==> src/bfsp_pkg.sv <==
// Shared types and constants for the shortest-path block.
package bfsp_pkg;

   localparam int VERTEX_W     = 5;
   localparam int CNT_W        = 6;
   localparam int RESULT_LIMIT = 32;

   localparam logic MODE_WRITE = 1'b0;
   localparam logic MODE_RUN   = 1'b1;

   typedef struct packed {
      logic accept;
      logic clr_step;
      logic rd_u;
      logic lat_u;
      logic relax;
      logic adv_col;
      logic adv_row;
      logic out_load;
   } cmd_type;

   typedef struct packed {
      logic clr_last;
      logic is_run;
      logic src_ok;
      logic u_reach;
      logic v_last;
      logic u_last;
      logic pass_last;
      logic rsp_taken;
   } status_type;

endpackage

==> src/bfsp_ctrl.sv <==
// Sequencer for edge writes, relaxation sweeps and result transfers.
module bfsp_ctrl (
   input  logic                  clock,
   input  logic                  reset,
   input  logic                  req_valid,
   output logic                  req_stall,
   output bfsp_pkg::cmd_type     cmd,
   input  bfsp_pkg::status_type  st
);

   import bfsp_pkg::*;

   typedef enum logic [8:0] {
      S_CLEAR   = 9'b000000001,
      S_IDLE    = 9'b000000010,
      S_ROW     = 9'b000000100,
      S_ROWLAT  = 9'b000001000,
      S_PAIR_RD = 9'b000010000,
      S_PAIR_EV = 9'b000100000,
      S_OUT_RD  = 9'b001000000,
      S_OUT_LD  = 9'b010000000,
      S_OUT_WT  = 9'b100000000
   } state_type;

   state_type state_ff, state_in;
   logic      accept;

   assign req_stall = (state_ff != S_IDLE);
   assign accept    = req_valid && (state_ff == S_IDLE);

   always_comb begin
      state_in = state_ff;
      cmd      = '0;
      case (state_ff)
         S_CLEAR: begin
            cmd.clr_step = 1'b1;
            if (st.clr_last) begin
               state_in = S_IDLE;
            end
         end
         S_IDLE: begin
            if (accept) begin
               cmd.accept = 1'b1;
               if (st.is_run) begin
                  state_in = st.src_ok ? S_ROW : S_OUT_RD;
               end
            end
         end
         S_ROW: begin
            cmd.rd_u = 1'b1;
            if (st.u_reach) begin
               state_in = S_ROWLAT;
            end else begin
               cmd.adv_row = 1'b1;
               state_in    = (st.u_last && st.pass_last) ? S_OUT_RD : S_ROW;
            end
         end
         S_ROWLAT: begin
            cmd.lat_u = 1'b1;
            state_in  = S_PAIR_RD;
         end
         S_PAIR_RD: begin
            state_in = S_PAIR_EV;
         end
         S_PAIR_EV: begin
            cmd.relax = 1'b1;
            if (st.v_last) begin
               cmd.adv_row = 1'b1;
               state_in    = (st.u_last && st.pass_last) ? S_OUT_RD : S_ROW;
            end else begin
               cmd.adv_col = 1'b1;
               state_in    = S_PAIR_RD;
            end
         end
         S_OUT_RD: begin
            state_in = S_OUT_LD;
         end
         S_OUT_LD: begin
            cmd.out_load = 1'b1;
            state_in     = S_OUT_WT;
         end
         S_OUT_WT: begin
            if (st.rsp_taken) begin
               if (st.v_last) begin
                  state_in = S_IDLE;
               end else begin
                  cmd.adv_col = 1'b1;
                  state_in    = S_OUT_RD;
               end
            end
         end
         default: begin
            state_in = S_IDLE;
         end
      endcase
   end

   always_ff @(posedge clock) begin
      if (reset) begin
         state_ff <= S_CLEAR;
      end else begin
         state_ff <= state_in;
      end
   end

   a_run_leaves_idle: assert property (@(posedge clock) disable iff (reset)
      accept && st.is_run |=> state_ff != S_IDLE)
      else $error("run start did not leave idle");

   a_last_transfer_ends_run: assert property (@(posedge clock) disable iff (reset)
      state_ff == S_OUT_WT && st.rsp_taken && st.v_last |=> state_ff == S_IDLE)
      else $error("final result transfer did not end the run");

   a_state_onehot: assert property (@(posedge clock) disable iff (reset)
      $onehot(state_ff))
      else $error("state register not one-hot");

endmodule

==> config.mk <==
export PLATFORM = sky130hd
export DESIGN_NAME = bfsp_ctrl
export DESIGN_NICKNAME = d
export VERILOG_FILES = /design/src/bfsp_pkg.sv /design/src/bfsp_ctrl.sv
export SDC_FILE = /design/constraint.sdc
export NUM_CORES = 1
export LEC_CHECK = 0
export CAP_MARGIN = 20
export CORE_AREA = 8 8 57 59
export CTS_CLUSTER_DIAMETER = 120
export CTS_CLUSTER_SIZE = 28
export DETAILED_ROUTE_END_ITERATION = 6
export DIE_AREA = 0 0 65 67
export DONT_BUFFER_PORTS = 1
export PLACE_DENSITY = 0.44
export REMOVE_ABC_BUFFERS = 1
export SLEW_MARGIN = 20
export SYNTH_ARGS = -nofsm -noshare
export SYNTH_HDL_FRONTEND = slang
export SYNTH_SLANG_ARGS = --single-unit
==> constraint.sdc <==
create_clock -name clock -period 1.79 [get_ports clock]
set_input_delay 0.358 -clock clock [delete_from_list [all_inputs] [get_ports clock]]
set_output_delay 0.358 -clock clock [all_outputs]
set_load 0.02 [all_outputs]
Word-level counts from Yosys, hierarchy flattened
Index checks and enable logic that the tools add are counted.
Widths: inputs -> output; s select.
Storage, ports and cells
  output and inout port bits: 9
  bits of input ports: 11
  register bits after elaboration: 9
Operators by class
  reductions and logical operators: 3
  muxes and demuxes: 23
  eq/ne operators: 14
Operators by type and width (count)
  $pmux 9 s9: 1
  $mux 9: 4
  $mux 7: 5
  $mux 1: 11
  $eq 9x1->1 const B: 1
  $eq 9x2->1 const B: 1
  $eq 9x3->1 const B: 1
  $eq 9x4->1 const B: 1
  $eq 9x5->1 const B: 1
  $eq 9x6->1 const B: 1
  $eq 9x7->1 const B: 1
  $eq 9x8->1 const B: 1
  $eq 9x9->1 const B: 1
  $ne 9x2->1 const B: 1
  $ne 2x2->1 const B: 4
  $pmux 1 s2: 2
  $reduce_and 4->1: 1
  $logic_and 1x1->1: 2

Depth between registers and ports, before layout
  word-level depth: 4
  gate-level depth with buffers: 6

Least setup slack after synthesis
Ideal clock, no wire load.
  kind: register -> output
  start point: register state_ff[1]
  end point: output port cmd[2] (netlist name)
  setup slack: -294 ps
  path buffers: 1
  data arrival time: 1726 ps
  cell stages (with the launch flop): 7
  cell sequence: dfxtp_1 -> buf_6 -> or3_4 -> nor4_2 -> and2_1 -> a41oi_1 -> nor2_1
RTL lines
  start, declared: line bfsp_ctrl.sv:25  | state_type state_ff, state_in;
  start signal, assigned: line bfsp_ctrl.sv:102  | state_ff <= state_in;
  end, declared: line bfsp_ctrl.sv:7  | output bfsp_pkg::cmd_type cmd,

Worst setup path in the final report
  start point: register state_ff[5]
  end point: output port cmd[4] (netlist name)
Between the ends
  word-level cells in the longest chain between the ends: 2
Ends and longest elaborated chain
  $eq 9x4->1: line bfsp_ctrl.sv:34  | case (state_ff)
  $mux 1: line bfsp_ctrl.sv:34
Every way passes these cells.

==> results.toml <==
[flow_run]
maxCapViolations = 0

[setup_path]
slowest_delay_ns = 0.45
crit_required_ns = 1.43
rr_worst_depth = 7
cpLargestDelayFamily = "simple AND/OR/NAND/NOR gates"
worstSetupStartpoint = "state_ff[5]"
crit_cells = 4
arrival_ns = 1.78
setup.worst_path.end_class = "output pin"
path_buf_inv = 1
regToRegSetupSlack_ns = -0.17
rr_startpoint = "state_ff[5]"
crit_chain = "or3_4, or4_4, nor3b_2, buf_4"
crit_type = "reg -> out"
worstSetupEndpoint = "cmd[4]"
reg2reg_to = "state_ff[6]"
critPathSlowestCell = "or4_4"
cp_max_fo = 4
cp-start-kind = "flip-flop"

[grt]
grt_max_degree = 10
grt_overflow = 0
grt_usage = 0.106
grt_pass1_vias = 811
grt_pass1_wl_mm = 3.68
antenna_found_initial = 0

[clocking]
cts_tree = "yes"
cts_root_buf = "clkbuf_4"
clk_latency_ns = 0.27
path_clk_slew_ns = 0.07
numClockSinks = 9
cts_made_buffers = 3
clockBufferDepth = 2
htreeDepth = 1

[layout]
area_delta_synth_final_pct = 50.3
largest_reg_flops = 9
mostFrequentLayoutCells = "buf_4 (21), nor2_1 (7), dfxtp_1 (7)"
reg_top3 = "state_ff (9)"
fillers = 236
final_util = 0.425
final_common_cell = "buf_4"
max_flop_register = "state_ff"
final_cells = 139
diodes = 0
drive_gt1_frac = 0.468
finalNetCount = 121

[outcome]
status = "finished with violations"
violations = "negative setup slack"

[timing]
worstMarginPinSlew_ns = 0.406
finalSetupViolCount = 11
layout_setup_ws_ns = -0.350
fin_crit_sh = 1.20
slew_violations = 0
clock_skew_ns = 0.00686
rsz0062_at_grt = "yes"
fmax_mhz = 467
hold_viol = 0
relSlewSlack = 0.726
period_minus_slack_ns = 2.14

[yosys]
synth_edf_count = 0
ys_seq_elements = 9
yosysSeqAreaShare = 0.269
async_flop_share = 0
synth_cell_types = 40
yosys_warnings = 0
postSynthAreaPerCell_sq_um = 8.06
syn-cell-area_sq_um = 669
synthFlopType = "dfxtp_1"
synthCells = 83

[place]
place_worst_setup_slack_ns = -0.0665
gp_congestion = 0.845
dp.cells = 132
dp_hpwl_mm = 1.67
portBuffers = 0

[route]
wl_per_cell_um = 15.2
vias_per_cell = 5.28
ant_nets = 0
wirelength_mm = 2.11
drt_pre_antenna_iters = 4
dr_total_vias = 734
drc_errors = 0
drt_iter0_drc = 15

[floorplan]
die_x_um = 65
io_pins = 20
num_rows = 18
core_area_sq_mm = 0.00236
die_h_um = 67
initial_core_util = 0.283
die_area_sq_mm = 0.00436

[pwr]
p_per_area_mw_per_mm2 = 558
leakage_nw = 0.413
p_total_mw = 0.561
ir_worst_vdd_uv = 495

[worst_hold_path]
hold_path_depth = 1
hold_class = "in -> reg"
## how the worst min path moves through the flow
stage,start,endpoint,slack (ns)
floorplan,reset,state_ff[4],0.43
global placement,reset,state_ff[4],0.43
detailed placement,reset,state_ff[4],0.43
CTS,reset,state_ff[4],0.14
global route,reset,state_ff[4],0.14
finish,reset,state_ff[4],0.15
## per-stage QoR
stage,area (sq um),TNS [ns],hold WS [ns]
2_1_floorplan,651,-0.627,0.430
3_3_place_gp,853,-0.187,0.433
3_5_place_dp,853,-0.192,0.434
4_1_cts,977,-2.31,0.141
5_1_grt,1010,-3.32,0.136
6_report,1010,-2.47,0.149
## per-layer routing
metal | vias to the layer above | wire (um) | global-route usage
li1 | 359 | - | -
met1 | 343 | 819 | 0.107
met2 | 25 | 1060 | 0.191
met3 | 7 | 177 | 0.0319
met4 | 0 | 56 | 0.0572
met5 | - | 0 | 0
## logic make-up (layout without fill, tap and decap cells)
logic type,after synthesis,after routing,share of synthesized area
AO/OA/AOI/OAI,20,20,0.211
XOR/XNOR,1,1,0.0131
buffers and inverters,10,36,0.0673
flip-flops,9,9,0.269
AND/OR/NAND/NOR,43,43,0.439
## power breakdown
group          switching, mW  leakage (nW)  internal, mW  total (mW)
Combinational         0.0929         0.325        0.0927       0.186
Sequential           0.00339        0.0739         0.207       0.210
Clock                 0.0795        0.0150        0.0862       0.166
Total                  0.176         0.413         0.385       0.561
## worst reg2reg max path: stages, from the launching register on
cell and delay, ns:
dfxtp_2 0.32, or3_4 0.40, or4_4 0.45, buf_4 0.15
buf_6 0.11, a21oi_4 0.15, nand3_2 0.13, a31oi_4 0.18
## layout make-up
cell class | instances | area, sq um | share of cell area
clock buffers | 4 | 26.3 | 0.0261
well taps | 30 | 37.5 | 0.0373
repair buffers | 25 | 203 | 0.201
flip-flops and latches | 9 | 183 | 0.182
inverters | 7 | 26.3 | 0.0261
multi-input cells | 64 | 531 | 0.527
## synthesized netlist by cell type (2+ instances only)
| cell type | instances | share of area |
|---|---|---|
| a31oi_1 | 4 | 0.037 |
| nand2_1 | 5 | 0.028 |
| inv_1 | 7 | 0.039 |
| nor3b_2 | 2 | 0.037 |
| and4b_1 | 2 | 0.030 |
| dfxtp_1 | 9 | 0.27 |
| nor4_1 | 3 | 0.028 |
| clkbuf_1 | 2 | 0.011 |
| nand3_1 | 2 | 0.015 |
| or3_4 | 2 | 0.034 |
| a21oi_1 | 4 | 0.030 |
| and2_1 | 2 | 0.019 |
| or3_1 | 2 | 0.019 |
| a21o_1 | 2 | 0.022 |
| and3b_1 | 2 | 0.026 |
| nor2_1 | 8 | 0.045 |
| nor2b_1 | 2 | 0.019 |
## timing repair
item	4_1_cts	5_1_grt
cloned	0	0
pin swaps	6	2
hold buffers	0	0
endpoints found under the hold margin	0	0
endpoints found under the setup margin	10	12
setup buffers	2	2
gates resized for setup	17	6
Note: power is estimated with default switching activity, not from simulation.
